### src/design/assert_macros.svh
// Assertion macros shared by the design files.
// No dependencies; compiled out when SYNTHESIS is defined.
`ifndef ASSERT_MACROS_SVH
`define ASSERT_MACROS_SVH
`ifndef SYNTHESIS
`define ASSERT_PROP(lbl, clk, rstn, prop, msg) \
    lbl: assert property (@(posedge clk) disable iff (!rstn) (prop)) else $error(msg);
`define ASSERT_NEVER(lbl, clk, rstn, expr, msg) \
    lbl: assert property (@(posedge clk) disable iff (!rstn) !(expr)) else $error(msg);
`else
`define ASSERT_PROP(lbl, clk, rstn, prop, msg)
`define ASSERT_NEVER(lbl, clk, rstn, expr, msg)
`endif
`endif

### src/design/esg_pkg.sv
// Shared types and constants of the entropy pool seed generator.
// No dependencies.
`default_nettype none
package esg_pkg;

    typedef logic [31:0] t_word;

    typedef struct packed {
        t_word      word;
        logic [2:0] nbytes;
    } t_result;

    localparam logic [2:0] MAX_BYTES = 3'd4;

    localparam t_word POOL_INIT [4] = '{32'hDEADBEEF, 32'hCAFEBABE, 32'h8BADF00D, 32'hFEEDFACE};

    localparam t_word GOLDEN_MULT = 32'd2654435761;
    localparam t_word INT_STEP    = 32'd7;
    localparam t_word EXT_REFRESH = 32'd1;
    localparam t_word INT_REFRESH = EXT_REFRESH + INT_STEP;

    // counter product increments for one refresh in each mode
    localparam t_word EXT_REFRESH_G = GOLDEN_MULT;
    localparam t_word INT_REFRESH_G = 32'(64'(INT_REFRESH) * 64'(GOLDEN_MULT));

    // internal-source seeding always starts from a zero counter
    localparam t_word INT_SEED_J   = 32'(64'(INT_STEP) * 64'(GOLDEN_MULT));
    localparam t_word INT_SEED_JIT = 32'(64'(INT_SEED_J + INT_REFRESH) * 64'(GOLDEN_MULT));

    localparam int unsigned MIX_SHL_A = 13;
    localparam int unsigned MIX_SHR   = 17;
    localparam int unsigned MIX_SHL_B = 5;

endpackage
`default_nettype wire

### src/design/esg_pool.sv
// Pool state, draw counter and single-pass seed/refresh mixing.
// Depends on esg_pkg.
`default_nettype none
module esg_pool import esg_pkg::*; (
    input  wire logic  i_clk,
    input  wire logic  i_rst_n,
    input  wire logic  i_jsrc,
    input  wire logic  i_step,
    input  wire t_word i_timestamp,
    output t_word      o_word,
    output logic       o_busy
);

    function automatic t_word f_mix(input t_word v);
        t_word t;
        t = v ^ (v << MIX_SHL_A);
        t = t ^ (t >> MIX_SHR);
        t = t ^ (t << MIX_SHL_B);
        return t;
    endfunction

    t_word r_pool [4];
    t_word r_dc;
    t_word r_dcg;       // always r_dc * GOLDEN_MULT once settled
    logic  r_seeded;
    logic  r_mul_pend;
    t_word r_mul_a;

    t_word w_j;
    t_word w_base;
    t_word w_d1;
    t_word w_jit;
    t_word w_pb [4];
    t_word w_pn [4];
    t_word w_prod;

    assign w_prod = r_mul_a * GOLDEN_MULT;

    always_comb begin
        w_j = i_jsrc ? INT_SEED_J : i_timestamp;
        if (r_seeded) begin
            w_pb = r_pool;
        end else begin
            w_pb[0] = r_pool[0] ^ w_j;
            for (int k = 1; k < 4; k++) begin
                w_pb[k] = r_pool[k] ^ f_mix(w_j + 32'(k));
            end
        end
        w_base = r_seeded ? r_dc : w_j;
        w_d1   = w_base + (i_jsrc ? INT_REFRESH : EXT_REFRESH);
        if (!i_jsrc) begin
            w_jit = i_timestamp;
        end else if (r_seeded) begin
            w_jit = r_dcg + INT_REFRESH_G;
        end else begin
            w_jit = INT_SEED_JIT;
        end
        w_pn[0] = f_mix(w_pb[0] ^ w_jit);
        w_pn[1] = f_mix(w_pb[1] ^ w_d1);
        w_pn[2] = f_mix(w_pb[2] + w_pn[0]);
        w_pn[3] = f_mix(w_pb[3] + w_pn[1]);
    end

    assign o_word = w_pn[0] ^ w_pn[1] ^ w_pn[2] ^ w_pn[3];
    assign o_busy = r_mul_pend;

    always_ff @(posedge i_clk) begin
        if (!i_rst_n) begin
            r_pool     <= POOL_INIT;
            r_dc       <= '0;
            r_dcg      <= '0;
            r_seeded   <= 1'b0;
            r_mul_pend <= 1'b0;
        end else if (r_mul_pend) begin
            r_dcg      <= w_prod;
            r_mul_pend <= 1'b0;
        end else if (i_step) begin
            r_pool   <= w_pn;
            r_dc     <= w_d1;
            r_seeded <= 1'b1;
            if (i_jsrc) begin
                r_dcg <= w_jit;
            end else if (r_seeded) begin
                r_dcg <= r_dcg + EXT_REFRESH_G;
            end else begin
                r_mul_pend <= 1'b1;
            end
        end
    end

    always_ff @(posedge i_clk) begin
        if (i_step) begin
            r_mul_a <= w_d1;
        end
    end

endmodule
`default_nettype wire

### src/design/esg_byte_out.sv
// Result register and byte serializer, low byte first, tlast on the final byte.
// Depends on esg_pkg.
`default_nettype none
module esg_byte_out import esg_pkg::*; (
    input  wire logic    i_clk,
    input  wire logic    i_rst_n,
    input  wire logic    i_load,
    input  wire t_result i_res,
    input  wire logic    i_tready,
    output logic         o_tvalid,
    output logic [7:0]   o_tdata,
    output logic         o_tlast,
    output logic         o_free
);

    logic       r_valid;
    t_result    r_res;
    logic [1:0] r_idx;

    assign o_tvalid = r_valid;
    assign o_tdata  = r_res.word[{r_idx, 3'b000} +: 8];
    assign o_tlast  = ({1'b0, r_idx} + 3'd1) == r_res.nbytes;
    assign o_free   = !r_valid || (i_tready && o_tlast);

    always_ff @(posedge i_clk) begin
        if (!i_rst_n) begin
            r_valid <= 1'b0;
            r_idx   <= '0;
        end else if (i_load) begin
            r_valid <= 1'b1;
            r_idx   <= '0;
        end else if (r_valid && i_tready) begin
            if (o_tlast) begin
                r_valid <= 1'b0;
            end
            r_idx <= r_idx + 2'd1;
        end
    end

    always_ff @(posedge i_clk) begin
        if (i_load) begin
            r_res <= i_res;
        end
    end

endmodule
`default_nettype wire

### src/design/entropy_pool_seed_generator_top.sv
// Entropy pool seed generator: input register, pool update, byte serializer.
// Depends on esg_pkg, esg_pool, esg_byte_out and assert_macros.svh.
//
// Each request waits in the input register and is folded into the pool in one pass as it
// moves to the result register; its bytes then leave one per cycle while m_axis_tready is
// high, at most four per request (larger counts saturate to four), and a request of zero
// bytes passes through the input register and produces nothing. The seeding request in
// timestamp mode blocks the input register after it while the counter-product multiplier
// runs. A new request is taken while the previous one's bytes are still going out.
`default_nettype none
`include "assert_macros.svh"
module entropy_pool_seed_generator_top import esg_pkg::*; (
    input  wire logic        i_clk,
    input  wire logic        i_rst_n,
    input  wire logic        i_cfg_we,
    input  wire logic        i_cfg_wdata,    // jitter_source
    input  wire logic        s_axis_tvalid,
    output logic             s_axis_tready,
    input  wire logic [39:0] s_axis_tdata,   // timestamp[31:0], byte_count[34:32], zero pad
    output logic             m_axis_tvalid,
    input  wire logic        m_axis_tready,
    output logic [7:0]       m_axis_tdata,   // seed_byte[7:0]
    output logic             m_axis_tlast    // last_byte
);

    logic       r_jsrc;
    logic       r_in_valid;
    t_word      r_in_ts;
    logic [2:0] r_in_cnt;

    logic       w_empty;
    logic       w_busy;
    logic       w_free;
    logic       w_advance;
    logic       w_step;
    t_word      w_word;
    t_result    w_res;

    assign w_empty       = r_in_cnt == 3'd0;
    assign w_advance     = r_in_valid && !w_busy && (w_empty || w_free);
    assign w_step        = w_advance && !w_empty;
    assign s_axis_tready = !r_in_valid || w_advance;

    assign w_res.word   = w_word;
    assign w_res.nbytes = (r_in_cnt > MAX_BYTES) ? MAX_BYTES : r_in_cnt;

    always_ff @(posedge i_clk) begin
        if (!i_rst_n) begin
            r_jsrc     <= 1'b0;
            r_in_valid <= 1'b0;
        end else begin
            if (i_cfg_we) begin
                r_jsrc <= i_cfg_wdata;
            end
            if (s_axis_tvalid && s_axis_tready) begin
                r_in_valid <= 1'b1;
            end else if (w_advance) begin
                r_in_valid <= 1'b0;
            end
        end
    end

    always_ff @(posedge i_clk) begin
        if (s_axis_tvalid && s_axis_tready) begin
            r_in_ts  <= s_axis_tdata[31:0];
            r_in_cnt <= s_axis_tdata[34:32];
        end
    end

    esg_pool u_pool (
        .i_clk       (i_clk),
        .i_rst_n     (i_rst_n),
        .i_jsrc      (r_jsrc),
        .i_step      (w_step),
        .i_timestamp (r_in_ts),
        .o_word      (w_word),
        .o_busy      (w_busy)
    );

    esg_byte_out u_byte_out (
        .i_clk    (i_clk),
        .i_rst_n  (i_rst_n),
        .i_load   (w_step),
        .i_res    (w_res),
        .i_tready (m_axis_tready),
        .o_tvalid (m_axis_tvalid),
        .o_tdata  (m_axis_tdata),
        .o_tlast  (m_axis_tlast),
        .o_free   (w_free)
    );

    `ASSERT_NEVER(a_step_while_mul, i_clk, i_rst_n, w_step && w_busy, "pool step during multiply")
    `ASSERT_NEVER(a_empty_loads, i_clk, i_rst_n, w_advance && w_empty && w_step, "empty item loaded")
    `ASSERT_PROP(a_run_continues, i_clk, i_rst_n, (m_axis_tvalid && m_axis_tready && !m_axis_tlast) |=> m_axis_tvalid, "byte run broken")
    `ASSERT_PROP(a_load_when_free, i_clk, i_rst_n, w_step |-> w_free, "result overwritten")

endmodule
`default_nettype wire

### config.mk
export PLATFORM = sky130hd
export DESIGN_NAME = entropy_pool_seed_generator_top
export DESIGN_NICKNAME = d
export VERILOG_FILES = /design/src/design/esg_pkg.sv /design/src/design/esg_pool.sv /design/src/design/esg_byte_out.sv /design/src/design/entropy_pool_seed_generator_top.sv
export VERILOG_INCLUDE_DIRS = /design/src /design/src/design
export SDC_FILE = /design/constraint.sdc
export NUM_CORES = 2
export LEC_CHECK = 0
export ABC_AREA = 0
export BUFFER_PORTS_ARGS = -buffer_cell sky130_fd_sc_hd__buf_2
export CAP_MARGIN = 20
export CORE_MARGIN = 4
export CORE_UTILIZATION = 34
export CTS_BUF_LIST = sky130_fd_sc_hd__clkbuf_16
export CTS_CLUSTER_DIAMETER = 200
export DETAILED_ROUTE_END_ITERATION = 6
export PLACE_DENSITY_LB_ADDON = 0.1
export SETUP_SLACK_MARGIN = 0.15
export SKIP_CTS_REPAIR_TIMING = 1
export SLEW_MARGIN = 20
export SYNTH_ARGS = -nofsm -noshare
export SYNTH_HDL_FRONTEND = slang
export SYNTH_SLANG_ARGS = --single-unit
### constraint.sdc
create_clock -name i_clk -period 8.9 [get_ports i_clk]
set_input_delay 0.445 -clock i_clk [delete_from_list [all_inputs] [get_ports i_clk]]
set_output_delay 0.445 -clock i_clk [all_outputs]
set_load 0.05 [all_outputs]
Word level (Yosys, flattened, before mapping)
Cells that the tools add are included.

Add/sub/neg operators: 10. Multipliers: 1. Divide/modulo/power cells: 0. Magnitude comparators: 1. Equal/unequal tests: 1. Shift-type cells: 1. Multiplexer cells: 16. Bitwise gates (word level): 33. Reduce and logical (&&, ||, !) cells: 24.

Operators by type and width (count): $xor A32 B32 Y32 (23); $mux W32 (8); $xor A32 B15 Y32 (7); $mux W128 (1); $add A32 B32 Y32 (3); $add A32 B2 Y32 const B (2); $add A32 B32 Y32 const B (2); $add A32 B1 Y32 const B (1); $mul A32 B32 Y32 const B (1); $shiftx A32 B6 Y8 (1); $reduce_bool A2 Y1 (4); $logic_and A1 B1 Y1 (6); $mux W1 (6); $reduce_and A2 Y1 (3); $logic_not A1 Y1 (4); $mux W4 (1); $reduce_or A4 Y1 (1); $add A2 B1 Y3 const B (1); $eq A3 B3 Y1 (1); $gt A3 B3 Y1 const B (1); $logic_not A3 Y1 (1); $logic_or A1 B1 Y1 (3); $not A1 Y1 (3); $reduce_bool A3 Y1 (1); other kinds (2) (2).

Flip-flop bits (word level): 301. Latch bits: 0. RAM bits: 0. Bits in read-only memories: 0. Output and inout bits: 11. Word-level logic and storage cells: 104. Memories kept: 0.

Logic depth before layout (Yosys ltp)
Depth in word-level cells: 17. Mapped depth: 45. Depth with buffers taken out: 36.

Modules after synthesis
A second synthesis with hierarchy kept.

Cell total of the unflattened synthesis: 3960. Area, all modules: 34346.7 µm².

Modules (own cells, without submodules): esg_pool (instances 1, cells each 3842, area each 31710.4 µm², seq. area each 4844.6 µm²); esg_byte_out (instances 1, cells each 65, area each 1437.6 µm², seq. area each 1111.1 µm²); entropy_pool_seed_generator_top (instances 1, cells each 53, area each 1198.6 µm², seq. area each 1091.0 µm²).

Worst setup path after synthesis
No wires, ideal clock.

Path kind: register to register. Start point: reg r_jsrc. End point: reg u_byte_out.r_res[15] (netlist name) (data pin). Library setup time: 0.268 ns. Arrival time: 9.171 ns. Required time: 8.632 ns. Slack: -0.538 ns. Cell stages (with the launch flop): 43. Cells stage by stage: dfxtp_1 -> buf_2 -> buf_2 -> buf_2 -> buf_2 -> buf_2 -> buf_2 -> buf_1 -> clkbuf_1 -> nor2_1 -> inv_1 -> ha_1 -> buf_1 -> nand4_1 -> nor3_1 -> nand3b_1 -> and3_1 -> or3_1 -> [... 7 more ...] -> xnor2_1 -> ha_1 -> o21ai_0 -> nand2b_1 -> o2111ai_1 -> a211oi_1 -> o21ai_0 -> mux2_2 -> o2111ai_1 -> and4b_1 -> mux2_2 -> o31ai_4 -> a41oi_1 -> o211a_1 -> nor2b_1 -> xnor3_1 -> xor2_1 -> xnor3_1.

RTL lines: start, declared (RTL line entropy_pool_seed_generator_top.sv:26) `logic r_jsrc;`; start signal, assigned (RTL line entropy_pool_seed_generator_top.sv:53) `r_jsrc <= i_cfg_wdata;`; end signal, assigned (RTL line esg_byte_out.sv:42) `r_res <= i_res;`; end, declared (RTL line esg_byte_out.sv:17) `t_result r_res;`.

==> results by group <==
Global routing
  – Vias in the first global route: 29310
  – Largest net degree at the start of global routing: 202
  – Initial antenna violation count: 1
  – First-pass GRT wire length: 206.7 mm
  – Grt peak-use layer: met2
  – Grt ovf: 0
  – Met1 usage: 0.3811
  – GRT Overall Usage: 0.2607
  – Met3 Track Usage GR: 0.03163
  – Met2 Resource Use GR: 0.3960

Detailed routing
  – Routed wire length: roughly 140 mm
  – Post-DRT Antenna Nets: 0
  – Drt drc: 0
  – Vias: 29630
  – Via density: 5.244
  – Drt initial violations: 2672
  – Post-DR wirelength/cell: 25.21 um
  – DR pass1 iterations: 6

Clock network
  – Clock Tree Buf Depth: 3
  – Clk slew on worst S/H paths: ~60 ps
  – Clk_lat worst skew: between 600 and 700 ps
  – Cts bufs inserted: 43
  – CTS sink cnt: about 300
  – TritonCTS clock tree: done
  – H-Tree Depth: 2
  – Clock Tree Root: clkbuf_16

Worst setup path
  – Worst EP required: 9220 ps
  – CP max FO: 13
  – Startpoint Class: register
  – Worst path slowest cell: or4_1
  – Worst path bufs/invs: 2
  – Type of the worst setup path: reg -> reg
  – Nature of the critical path endpoint: register
  – Crit-path max cell delay: 630 ps
  – Worst Path Arrival: 8690 ps
  – Cell family with most CP delay: XOR/XNOR gates

Yosys
  – Post-synth ARST share: 0
  – Mapped cell area: between 30000 and 40000 um^2
  – Top post-synthesis cells by count: xnor2_1, inv_1, nand2_1, xor2_1, nor2_1
  – Share of the synthesized area in the top cell type: 0.1508
  – Sequential area share after synthesis: 0.1999
  – Post-synthesis net count: 4589
  – Avg Cell Area, Syn: about 8.6 um^2
  – #FFs+latches synth: 301
  – YS warnings: 0
  – Cell with the most instances after synthesis: xnor2_1
  – Post-synth cell types: 100
  – Dominant cells by area after synthesis: xnor2_1, fa_1, dfxtp_1, ha_1, edfxtp_1
  – Cell count after synthesis: a little over 4000
  – Number of synthesized flops with an enable pin: between 100 and 150
  – Primary FF master, synth: dfxtp_1
  – Cell taking the most area after synthesis: xnor2_1

Floorplanning
  – Area of the core: slightly above 100000 um^2
  – Boundary Pins: 57
  – Die Ht: between 300 and 400 um
  – FP Rows: 117
  – Die area: around 110000 um^2
  – Die width: between 300 and 400 um
  – Initial Util: 0.3446

STA
  – Fmax: 0.1195 GHz
  – Tmin final: 8368 ps
  – Final Cycle Share: 0.9403
  – Final setup TNS: 0 ps
  – Clock Skews: 52.37 ps
  – Worst-Margin Slew: 1089 ps
  – Final Slew Violations: 0
  – Fin. Hold Viols: 0
  – Relative slew slack: 0.2690
  – Worst setup margin: around 530 ps
  – Final-report setup violation count: 0
  – RSZ-0062 raised after global routing: true

Outcome
  – Status: completed

Placement
  – # port buffers: 51
  – GP Congestion: 0.9858
  – Place WS: roughly 400 ps
  – Placed Area: 38330 um^2
  – Detail Placement HPWL: 114.2 mm

Finish
  – Area delta synth->final: 13.94%
  – Final net count: about 4800
  – Filler cell count: roughly 11000
  – Multi-input gate area: about 26000 um^2
  – Antenna Cells: 0
  – Share of layout cells above drive strength 1: 0.1060
  – Final Instance Area: roughly 40000 um^2
  – Flip-flop and latch area: between 7000 and 8000 um^2

Worst hold path
  – Worst min path class: in -> reg

Job
  – Max-Cap Viols: 0
## stage by stage
stage	hold slack [ps]	utilization	cells
5_1_grt	0.01515	0.3926	5650
2_1_floorplan	435.7	-	4079
3_3_place_gp	444.3	0.3746	5538
4_1_cts	-62.20	0.3882	5618
3_5_place_dp	450.1	0.3746	5538
6_report	21.27	0.3926	5650
## cell families (layout without fill, tap and decap cells)
logic type               Yosys count  in the layout  share of synthesized area
AND/OR/NAND/NOR                 1048           1048                     0.1394
XOR/XNOR                         975            975                     0.2550
AO/OA/AOI/OAI                    636            636                     0.1169
buffers and inverters            621            824                    0.06757
adder cells (fa/ha/maj)          464            464                     0.2085
flip-flops                       301            301                     0.1999
multiplexers                      34             34                    0.01278
## worst paths after layout
path / from / to / slack, ps / cells after the start
min: s_axis_tdata[30] / r_in_ts[30] / 20 / 1
max reg2reg: r_jsrc / u_byte_out.r_res[21] / 530 / 31
max: r_jsrc / u_byte_out.r_res[21] / 530 / 31
min reg2reg: u_pool.r_dc[31] / u_pool.r_dc[31] / 460 / 2
## routing by layer
layer	part of all wire	routed length [um]	up-vias
met4	0.039	5581	0
met5	0	0	-
li1	-	-	13900
met2	0.43	61210	955
met3	0.061	8620	202
met1	0.47	67010	14570
## state kept, by name, summed over array words and instances, names as in the netlist
name and flops:
u_pool.o_busy 1, u_pool.r_dcg 32, u_byte_out.r_res 35, r_in_valid 1
u_pool.r_mul_a 32, r_in_cnt 3, u_byte_out.r_idx 2, u_pool.r_pool 128
r_jsrc 1, u_pool.r_seeded 1, u_pool.r_dc 32, u_byte_out.o_tvalid 1
r_in_ts 32
## placed cells by master (no fill, tap or decap), types with 96 or more instances in the layout
master	instances
nand2_1	353
fa_1	206
nor2_1	295
buf_4	219
nand3_1	96
edfxtp_1	102
xnor2_1	592
ha_1	258
a21oi_1	222
dfxtp_1	196
inv_1	448
o21ai_0	98
xor2_1	327
## worst register-to-register path: cells and delay by family (launching register included)
kind	cells	cell delay (ps)
xor gates and xnor gates	9	2330
AOI/OAI and AO/OA	9	2210
and+or+nand+nor	7	1710
adders and majority gates	2	610
muxes	2	550
DFF	1	500
buffers and inverters	2	170
## layout make-up
cell class,count,share of cell area
flip-flops and latches,301,0.1756
clock inverters,37,0.007880
well taps,1368,0.04261
inverters,441,0.04146
clock buffers,43,0.02679
multi-input cells,3157,0.6488
repair buffers,303,0.05687
Power is left out: the tool's default activity adds up to more than one toggle a clock period on the data nets, which glitch-free logic cannot reach.
